===== src/rtl/iocrb_pkg.sv =====
package iocrb_pkg;

   localparam int REQ_DATA_W = 96;
   localparam int RSP_DATA_W = 56;

   localparam logic [1:0] REQ_COMPLETE = 2'd0;
   localparam logic [1:0] REQ_DISPATCH = 2'd1;
   localparam logic [1:0] REQ_RESTART  = 2'd2;

   localparam logic [1:0] KIND_EMIT     = 2'd0;
   localparam logic [1:0] KIND_FINISHED = 2'd1;
   localparam logic [1:0] KIND_REJECT   = 2'd2;
   localparam logic [1:0] KIND_ACK      = 2'd3;

   typedef struct packed {
      logic [1:0]  kind;
      logic [31:0] seq;
      logic [15:0] handle;
      logic [7:0]  gen;
   } result_type;

   typedef struct packed {
      logic push;
      logic flush;
   } stage_ctrl_type;

endpackage


===== src/rtl/in_order_completion_reorder_buffer.sv =====
// Sequence-number reorder buffer. Completions arrive out of order and are held in a window
// of WINDOW slots (handle and empty flag in a one-port synchronous RAM, a valid flag per slot
// in flops) and released in sequence order from the next expected number; empty payloads are
// released silently and completions outside the window come back as rejects. One item is
// processed at a time; the next request is taken only back in idle. A stale completion or an
// unused request stays in idle, a dispatch or restart passes the flush state, a reject the
// check and flush states; a completion visits drain and read once per released slot (one RAM
// read turnaround per slot in the drain loop), then check and flush. Result backpressure can
// hold read, check and flush. Results pass through a one-deep holding stage so that the last
// result of each transaction is marked on tlast. No clearing pass follows reset or restart.
module in_order_completion_reorder_buffer #(
   parameter int WINDOW = 16
) (
   input  logic                             clock,
   input  logic                             reset,
   input  logic                             req_tvalid,
   output logic                             req_tready,
   // seq_num, gen_tag, was_encrypted, payload_handle, payload_empty, queue_empty,
   // request_active, start_seq, zero padding
   input  logic [iocrb_pkg::REQ_DATA_W-1:0] req_tdata,
   input  logic [1:0]                       req_tuser,  // req_type
   output logic                             rsp_tvalid,
   input  logic                             rsp_tready,
   output logic [iocrb_pkg::RSP_DATA_W-1:0] rsp_tdata,  // out_seq, out_handle, out_generation
   output logic [1:0]                       rsp_tuser,  // result_kind
   output logic                             rsp_tlast   // last_of_run
);
   import iocrb_pkg::*;

   localparam int IDX_W = $clog2(WINDOW);
   localparam int CNT_W = $clog2(WINDOW + 1);
   localparam logic [31:0]    WIN32 = 32'(WINDOW);
   localparam logic [IDX_W:0] WIN_X = (IDX_W + 1)'(WINDOW);
   localparam logic [IDX_W-1:0] HEAD_MAX = IDX_W'(WINDOW - 1);

   localparam logic [2:0] S_IDLE  = 3'd0;
   localparam logic [2:0] S_DRAIN = 3'd1;
   localparam logic [2:0] S_READ  = 3'd2;
   localparam logic [2:0] S_CHECK = 3'd3;
   localparam logic [2:0] S_FLUSH = 3'd4;

   logic [31:0] seq_num;
   logic [7:0]  gen_tag;
   logic        was_encrypted;
   logic [15:0] payload_handle;
   logic        payload_empty;
   logic        queue_empty;
   logic        request_active;
   logic [31:0] start_seq;

   assign seq_num        = req_tdata[31:0];
   assign gen_tag        = req_tdata[39:32];
   assign was_encrypted  = req_tdata[40];
   assign payload_handle = req_tdata[56:41];
   assign payload_empty  = req_tdata[57];
   assign queue_empty    = req_tdata[58];
   assign request_active = req_tdata[59];
   assign start_seq      = req_tdata[91:60];

   logic [2:0]        state_ff, state_in;
   logic [WINDOW-1:0] valid_ff, valid_in;
   logic [31:0]       next_ff, next_in;
   logic [7:0]        gen_ff, gen_in;
   logic [7:0]        infl_ff, infl_in;
   logic [CNT_W-1:0]  held_ff, held_in;
   logic [IDX_W-1:0]  head_ff, head_in;
   logic              qe_ff, qe_in;
   logic              ra_ff, ra_in;

   logic [16:0]       slot_mem [WINDOW];
   logic              wr_en;
   logic [IDX_W-1:0]  wr_idx;
   logic [16:0]       wr_data;
   logic              rd_en;
   logic [16:0]       rd_ff;

   logic [31:0]       seq_gap;
   logic              in_win;
   logic [IDX_W:0]    slot_sum;
   logic [IDX_W:0]    slot_wrap;
   logic [IDX_W-1:0]  slot_idx;
   logic [IDX_W-1:0]  head_next;
   logic              finish;

   stage_ctrl_type    ctrl;
   result_type        push_data;
   logic              push_ready;
   logic              pend_valid;

   assign seq_gap   = seq_num - next_ff;
   assign in_win    = seq_gap < WIN32;
   assign slot_sum  = {1'b0, head_ff} + {1'b0, seq_gap[IDX_W-1:0]};
   assign slot_wrap = slot_sum - WIN_X;
   assign slot_idx  = (slot_sum >= WIN_X) ? slot_wrap[IDX_W-1:0] : slot_sum[IDX_W-1:0];
   assign head_next = (head_ff == HEAD_MAX) ? '0 : head_ff + 1'b1;
   assign finish    = qe_ff && (held_ff == '0) && !ra_ff && (infl_ff == '0);

   always_comb begin
      state_in   = state_ff;
      valid_in   = valid_ff;
      next_in    = next_ff;
      gen_in     = gen_ff;
      infl_in    = infl_ff;
      held_in    = held_ff;
      head_in    = head_ff;
      qe_in      = qe_ff;
      ra_in      = ra_ff;
      wr_en      = 1'b0;
      wr_idx     = slot_idx;
      wr_data    = {payload_empty, payload_handle};
      rd_en      = 1'b0;
      req_tready = 1'b0;
      ctrl       = '0;
      push_data  = '{kind: KIND_ACK, seq: 32'd0, handle: 16'd0, gen: gen_ff};
      case (state_ff)
         S_IDLE: begin
            req_tready = 1'b1;
            if (req_tvalid) begin
               case (req_tuser)
                  REQ_DISPATCH: begin
                     if (infl_ff != 8'hFF) begin
                        infl_in = infl_ff + 8'd1;
                     end
                     ctrl.push = 1'b1;
                     state_in  = S_FLUSH;
                  end
                  REQ_RESTART: begin
                     valid_in      = '0;
                     held_in       = '0;
                     infl_in       = '0;
                     gen_in        = gen_ff + 8'd1;
                     next_in       = start_seq;
                     head_in       = '0;
                     push_data.gen = gen_ff + 8'd1;
                     ctrl.push     = 1'b1;
                     state_in      = S_FLUSH;
                  end
                  REQ_COMPLETE: begin
                     if (gen_tag == gen_ff) begin
                        if (was_encrypted && (infl_ff != '0)) begin
                           infl_in = infl_ff - 8'd1;
                        end
                        qe_in = queue_empty;
                        ra_in = request_active;
                        if (!in_win) begin
                           push_data.kind = KIND_REJECT;
                           push_data.seq  = seq_num;
                           ctrl.push      = 1'b1;
                           state_in       = S_CHECK;
                        end else begin
                           wr_en              = 1'b1;
                           valid_in[slot_idx] = 1'b1;
                           if (!valid_ff[slot_idx]) begin
                              held_in = held_ff + 1'b1;
                           end
                           state_in = S_DRAIN;
                        end
                     end
                  end
                  default: begin
                  end
               endcase
            end
         end
         S_DRAIN: begin
            if (valid_ff[head_ff]) begin
               rd_en             = 1'b1;
               valid_in[head_ff] = 1'b0;
               if (held_ff != '0) begin
                  held_in = held_ff - 1'b1;
               end
               state_in = S_READ;
            end else begin
               state_in = S_CHECK;
            end
         end
         S_READ: begin
            if (rd_ff[16]) begin
               next_in  = next_ff + 32'd1;
               head_in  = head_next;
               state_in = S_DRAIN;
            end else if (push_ready) begin
               push_data.kind   = KIND_EMIT;
               push_data.seq    = next_ff;
               push_data.handle = rd_ff[15:0];
               ctrl.push        = 1'b1;
               next_in          = next_ff + 32'd1;
               head_in          = head_next;
               state_in         = S_DRAIN;
            end
         end
         S_CHECK: begin
            if (!finish) begin
               state_in = S_FLUSH;
            end else if (push_ready) begin
               push_data.kind = KIND_FINISHED;
               ctrl.push      = 1'b1;
               state_in       = S_FLUSH;
            end
         end
         S_FLUSH: begin
            if (!pend_valid) begin
               state_in = S_IDLE;
            end else if (push_ready) begin
               ctrl.flush = 1'b1;
               state_in   = S_IDLE;
            end
         end
         default: begin
            state_in = S_IDLE;
         end
      endcase
   end

   always_ff @(posedge clock) begin
      if (reset) begin
         state_ff <= S_IDLE;
         valid_ff <= '0;
         next_ff  <= '0;
         gen_ff   <= '0;
         infl_ff  <= '0;
         held_ff  <= '0;
         head_ff  <= '0;
      end else begin
         state_ff <= state_in;
         valid_ff <= valid_in;
         next_ff  <= next_in;
         gen_ff   <= gen_in;
         infl_ff  <= infl_in;
         held_ff  <= held_in;
         head_ff  <= head_in;
      end
   end

   always_ff @(posedge clock) begin
      qe_ff <= qe_in;
      ra_ff <= ra_in;
   end

   always_ff @(posedge clock) begin
      if (wr_en) begin
         slot_mem[wr_idx] <= wr_data;
      end
   end

   always_ff @(posedge clock) begin
      if (rd_en) begin
         rd_ff <= slot_mem[head_ff];
      end
   end

   iocrb_rsp_stage u_rsp_stage (
      .clock      (clock),
      .reset      (reset),
      .ctrl       (ctrl),
      .push_data  (push_data),
      .push_ready (push_ready),
      .pend_valid (pend_valid),
      .rsp_tvalid (rsp_tvalid),
      .rsp_tready (rsp_tready),
      .rsp_tdata  (rsp_tdata),
      .rsp_tuser  (rsp_tuser),
      .rsp_tlast  (rsp_tlast)
   );

endmodule


===== src/rtl/iocrb_rsp_stage.sv =====
module iocrb_rsp_stage (
   input  logic                             clock,
   input  logic                             reset,
   input  iocrb_pkg::stage_ctrl_type        ctrl,
   input  iocrb_pkg::result_type            push_data,
   output logic                             push_ready,
   output logic                             pend_valid,
   output logic                             rsp_tvalid,
   input  logic                             rsp_tready,
   output logic [iocrb_pkg::RSP_DATA_W-1:0] rsp_tdata,  // out_seq, out_handle, out_generation
   output logic [1:0]                       rsp_tuser,  // result_kind
   output logic                             rsp_tlast
);
   import iocrb_pkg::*;

   logic       pend_v_ff, pend_v_in;
   result_type pend_ff, pend_in;
   logic       out_v_ff, out_v_in;
   result_type out_ff, out_in;
   logic       out_last_ff, out_last_in;
   logic       out_free;
   logic       move;

   assign out_free   = !out_v_ff || rsp_tready;
   assign push_ready = !pend_v_ff || out_free;
   assign pend_valid = pend_v_ff;
   // the held result leaves when a newer one arrives or when the run closes
   assign move       = (ctrl.push && pend_v_ff) || ctrl.flush;

   always_comb begin
      pend_v_in   = pend_v_ff;
      pend_in     = pend_ff;
      out_v_in    = out_v_ff;
      out_in      = out_ff;
      out_last_in = out_last_ff;
      if (move) begin
         out_v_in    = 1'b1;
         out_in      = pend_ff;
         out_last_in = ctrl.flush;
      end else if (rsp_tready) begin
         out_v_in = 1'b0;
      end
      if (ctrl.push) begin
         pend_v_in = 1'b1;
         pend_in   = push_data;
      end else if (ctrl.flush) begin
         pend_v_in = 1'b0;
      end
   end

   always_ff @(posedge clock) begin
      if (reset) begin
         pend_v_ff <= 1'b0;
         out_v_ff  <= 1'b0;
      end else begin
         pend_v_ff <= pend_v_in;
         out_v_ff  <= out_v_in;
      end
   end

   always_ff @(posedge clock) begin
      pend_ff     <= pend_in;
      out_ff      <= out_in;
      out_last_ff <= out_last_in;
   end

   assign rsp_tvalid = out_v_ff;
   assign rsp_tdata  = {out_ff.gen, out_ff.handle, out_ff.seq};
   assign rsp_tuser  = out_ff.kind;
   assign rsp_tlast  = out_last_ff;

endmodule


===== config.mk =====
export PLATFORM = sky130hd
export DESIGN_NAME = in_order_completion_reorder_buffer
export DESIGN_NICKNAME = d
export VERILOG_FILES = /design/src/rtl/iocrb_pkg.sv /design/src/rtl/in_order_completion_reorder_buffer.sv /design/src/rtl/iocrb_rsp_stage.sv
export SDC_FILE = /design/constraint.sdc
export NUM_CORES = 1
export LEC_CHECK = 0
export ABC_AREA = 1
export BUFFER_PORTS_ARGS = -buffer_cell sky130_fd_sc_hd__buf_2
export CAP_MARGIN = 20
export CORE_UTILIZATION = 59
export CTS_BUF_LIST = sky130_fd_sc_hd__clkbuf_2 sky130_fd_sc_hd__clkbuf_4 sky130_fd_sc_hd__clkbuf_8
export DETAILED_ROUTE_END_ITERATION = 6
export GPL_ROUTABILITY_DRIVEN = 1
export PLACE_DENSITY = 0.78
export REMOVE_ABC_BUFFERS = 1
export SETUP_SLACK_MARGIN = 0.05
export SLEW_MARGIN = 10
export SYNTH_ARGS = -nofsm -noshare
export SYNTH_HDL_FRONTEND = slang
export SYNTH_SLANG_ARGS = --single-unit

===== constraint.sdc =====
create_clock -name clock -period 10 [get_ports clock]
set_input_delay 2 -clock clock [delete_from_list [all_inputs] [get_ports clock]]
set_output_delay 2 -clock clock [all_outputs]
set_load 0.02 [all_outputs]

==> results.txt <==
The combined flip-flop and latch cell area is 13800 sq um. The hold violation total from the final report came out at 0. The predominant post-synthesis flop cell is sky130_fd_sc_hd__edfxtp_1. The via count of the first global-routing pass was 17700.

After synthesis, the cell types taking the most area are sky130_fd_sc_hd__edfxtp_1, sky130_fd_sc_hd__nand2_1, sky130_fd_sc_hd__dfxtp_1, sky130_fd_sc_hd__nor2_1, sky130_fd_sc_hd__o21ai_0. The total length of routed wires came out at 62.2 mm. The vertical die dimension came out at 201 um. The actual transition at the worst max-transition pin came out at 1.13 ns. The core utilization of the finished layout came out at 67.8%. In this run the critical register-to-register path is launched from next_ff[18].

The fraction of the cycle the final worst path needs is 61.0%. The checks that failed: design-rule violations. The maximum clock skew at final layout is 0.0213 ns.

The count of different cell masters after synthesis came out at 56. The count of buffers added on input and output ports is 158. The kind of start point of the critical path is a primary input. Post-CTS repair changed the size of 0 cells. The post-route antenna net violation count is 0. The synthesized design contains 486 register bits. The final count of pins violating max slew came out at 0. The total clock sinks is 486. The number of enable-type register cells in the synthesized netlist came out at 408. The area growth from synthesis to layout is 12.7%. The power per standard cell area came out at 199 nW/um^2. For this run, design rule violations remaining after detail routing come to 1.

163 I/O pins were placed. In the final timing run, aggregate negative setup slack is 0 ns. The CTS buffer count is 78. The weighted congestion reported at the end of routability-driven placement came out at 0.939. The count of max-cap constraint violations is 0. Counting cells, the worst reg-to-reg path comes to 21. The fraction of post-synthesis cell area in the top cell type by area came out at 52.4%. The pin count of the biggest net entering global routing came out at 98.

The mean routed wirelength per cell is 19.5 um. The clock insertion delay at the later pin of the skew report came out at 0.66 ns. The average cell area after synthesis is 9.64 sq um. The data arrival time at the worst-slack endpoint came out at 6.37 ns. After legalization and detailed placement, the total HPWL measured 39.2 mm. The H-tree generated during clock tree synthesis spans 3 levels. The tree is rooted in a sky130_fd_sc_hd__clkbuf_8. The number of setup violations in the final report came out at 0. The area of the core region is 38800 sq um.

The cell area after synthesis is 23400 sq um. After clock tree synthesis, the clock-pin slew on the worst setup and hold paths is 0.06 ns. The cell depth of the worst hold path came out at 0.

The maximum root-to-sink buffer count is 3. The final cell count without fillers is 3187. The number of buffers added to fix hold violations after cts is 0. The routed length on met3 came out at 4.81 mm. The library cell used most frequently in the layout, excluding fill and tap cells, is sky130_fd_sc_hd__nand2_1.

Summed over all cells, the static leakage comes to 0.0103 uW. Static timing analysis puts the maximum clock frequency at 0.164 GHz. The initial standard-cell utilization of the core is 60.2%.

The count of warnings emitted by yosys is 0. The net count reported at finish is 2760. The number of optimization iterations in the first detailed-route pass is 7. The CTS tree is built. The initial antenna violation count came out at 4. The worst supply voltage drop on vdd is 0.156 mV. In this run the top signal layer used is met5. The endpoint kind of the worst setup timing path is a flop. The endpoint identified for the worst register-to-register timing path is u_rsp_stage.rsp_tdata[41]. Once placement completed, the tool counted placed cells totaling 3039. The multi-input combinational cell area is 8260 sq um. In this run the post-CTS setup repair buffer count came out at 0. The worst setup path is of the in -> reg kind. For this block, wires on met1 add up to 24.1 mm. In the final layout, the share of cells above drive strength 1 is 15.2%.

The worst hold path terminates at u_rsp_stage.rsp_tdata[45]. For the worst setup path, the data required time is 10.27 ns. The floorplan step set the die width to 201 um. The aggregate global routing overflow came out at 0. The biggest area contributor in the post-synthesis netlist is sky130_fd_sc_hd__edfxtp_1. Counting flops with an async set or reset pin after synthesis yields a share of 0%. The wire length of the first global-routing pass came out at 95.9 mm.

The cell count after synthesis came out at 2424. The minimum clock period after layout is 6.10 ns. The sum of met2 wire segment lengths after detailed routing came out at 30.0 mm. The highest fanout seen on the critical path came out at 60.

The sequential element share of the synthesized area came out at 59.1%. Fill cells in the final layout number 2961. The via count of the routed design came out at 18300. The flow ran to the end, but the final reports show violations. The library cells used most frequently in the layout, excluding fill and tap cells, are sky130_fd_sc_hd__nand2_1, sky130_fd_sc_hd__edfxtp_1, sky130_fd_sc_hd__nor2_1. The site row count is 72.

The worst hold path begins at u_rsp_stage.pend_ff[21]. The floorplan die area is 40400 sq um. The min-delay analysis places its worst path in the category reg -> reg. The detailed router finished its first iteration with 1615 violations. Setup repair after global routing left no endpoint under its margin.

The minimum setup slack among reg-to-reg paths came out at 5.06 ns. The overall routing resource usage is 30.9%. The worst pin sits at a relative slew slack of 24.3%. The per-cell via count in the routed design is 5.73.
==> layout make-up <==
type,count,area share (%)
Tap cell,518,2.46
Clock inverter,46,1.40
Inverter,262,3.74
Sequential cell,486,52.5
Multi-Input combinational cell,1587,31.4
Clock buffer,99,4.72
Antenna cell,3,0.0285
Timing Repair Buffer,186,3.80
==> Yosys cell counts, types with 3 or more instances <==
cell / instances
sky130_fd_sc_hd__edfxtp_1: 408
sky130_fd_sc_hd__xnor2_1: 9
sky130_fd_sc_hd__nand3b_1: 5
sky130_fd_sc_hd__fa_1: 3
sky130_fd_sc_hd__ha_1: 54
sky130_fd_sc_hd__nand2_2: 11
sky130_fd_sc_hd__buf_1: 3
sky130_fd_sc_hd__nand2_1: 460
sky130_fd_sc_hd__buf_6: 4
sky130_fd_sc_hd__a21oi_1: 96
sky130_fd_sc_hd__nand3_1: 95
sky130_fd_sc_hd__nor3_1: 33
sky130_fd_sc_hd__a22oi_1: 9
sky130_fd_sc_hd__o21ai_1: 37
sky130_fd_sc_hd__nor4_1: 10
sky130_fd_sc_hd__o21ai_0: 197
sky130_fd_sc_hd__clkinv_1: 3
sky130_fd_sc_hd__nor2_2: 14
sky130_fd_sc_hd__o221ai_1: 3
sky130_fd_sc_hd__nand4_1: 35
sky130_fd_sc_hd__a211oi_2: 6
sky130_fd_sc_hd__o22ai_1: 71
sky130_fd_sc_hd__o31ai_1: 3
sky130_fd_sc_hd__inv_2: 10
sky130_fd_sc_hd__xor2_1: 35
sky130_fd_sc_hd__buf_2: 7
sky130_fd_sc_hd__dfxtp_1: 78
sky130_fd_sc_hd__o221a_2: 3
sky130_fd_sc_hd__nand2_4: 3
sky130_fd_sc_hd__inv_1: 249
sky130_fd_sc_hd__o211ai_1: 5
sky130_fd_sc_hd__nor2_1: 319
sky130_fd_sc_hd__nor3_2: 17
sky130_fd_sc_hd__o21ba_1: 10
sky130_fd_sc_hd__o21bai_1: 3
sky130_fd_sc_hd__clkbuf_1: 75
sky130_fd_sc_hd__a211oi_1: 13
==> registers in the layout, indices dropped and copies added (netlist names), 2 cells and up <==
name,cells
infl_ff,8
next_ff,32
head_ff,4
rd_ff,17
state_ff,3
slot_mem,272
valid_ff,16
u_rsp_stage.pend_ff,58
u_rsp_stage.rsp_tuser,2
u_rsp_stage.rsp_tdata,56
held_ff,5
gen_ff,8
==> critical path, cell delays in order <==
cell and delay (ns):
sky130_fd_sc_hd__buf_2 0.08, sky130_fd_sc_hd__inv_1 0.06, sky130_fd_sc_hd__ha_1 0.23, sky130_fd_sc_hd__fa_1 0.45, sky130_fd_sc_hd__inv_1 0.18, sky130_fd_sc_hd__nand3_1 0.10, sky130_fd_sc_hd__nand3_1 0.22, sky130_fd_sc_hd__nand2_1 0.11
sky130_fd_sc_hd__nand2_1 0.14, sky130_fd_sc_hd__nand3_1 0.12, sky130_fd_sc_hd__nand2_1 0.08, sky130_fd_sc_hd__nand2_1 0.06, sky130_fd_sc_hd__nand3_1 0.08, sky130_fd_sc_hd__nor2_1 0.05, sky130_fd_sc_hd__nand3_1 0.09, sky130_fd_sc_hd__nor2_1 0.05
sky130_fd_sc_hd__nand2_1 0.23, sky130_fd_sc_hd__nand2_1 0.08, sky130_fd_sc_hd__nand2_1 0.07, sky130_fd_sc_hd__nand2_1 0.08, sky130_fd_sc_hd__nand2_4 0.70, sky130_fd_sc_hd__nand2_1 0.26, sky130_fd_sc_hd__nand2_4 0.76
==> stage by stage <==
step / hold slack, ns / total power [uW] / setup WS (ns) / instance area (sq um)
2_1_floorplan: 0.400 / 3190 / 3.05 / 23000
3_3_place_gp: 0.401 / 3490 / 3.34 / 24700
3_5_place_dp: 0.405 / 3520 / 3.25 / 24700
4_1_cts: 0.397 / 5260 / 3.94 / 26300
5_1_grt: 0.408 / 5500 / 3.69 / 26300
6_report: 0.408 / 5250 / 3.90 / 26300
==> power by group <==
group          switching (uW)  internal, uW  leakage [uW]  total (uW)
combinational             780           330       0.00514        1110
sequential               72.1          2320       0.00433        2390
clock                     815           938      0.000841        1750
total                    1670          3590        0.0103        5250
==> worst max-delay path by stage <==
stage               depth (start not counted)          from                         to  slack (ns)
floorplan                                  22  req_tdata[0]   u_rsp_stage.rsp_tdata[0]        3.05
global placement                           23  req_tdata[0]  u_rsp_stage.rsp_tdata[39]        3.34
detailed placement                         23  req_tdata[0]   u_rsp_stage.rsp_tdata[7]        3.25
CTS                                        23  req_tdata[0]  u_rsp_stage.rsp_tdata[41]        3.94
global route                               23  req_tdata[0]  u_rsp_stage.rsp_tdata[44]        3.69
finish                                     23  req_tdata[0]  u_rsp_stage.rsp_tdata[41]        3.90
==> routing by layer <==
metal,up-vias,GRT usage [%]
li1,8694,-
met1,8485,38.2
met2,865,51.4
met3,204,5.16
met4,2,18.2
met5,-,0
==> cell families (layout without fill, tap and decap cells) <==
logic type,Yosys count,after routing,synth area share [%]
AO/OA/AOI/OAI,466,466,11.5
XOR/XNOR,45,45,1.72
adder cells (fa/ha/maj),57,57,3.15
buffers and inverters,351,593,5.80
flip-flops,486,486,59.1
other,0,3,0
AND/OR/NAND/NOR,1019,1019,18.8
Power figures use the tool's default switching activity.
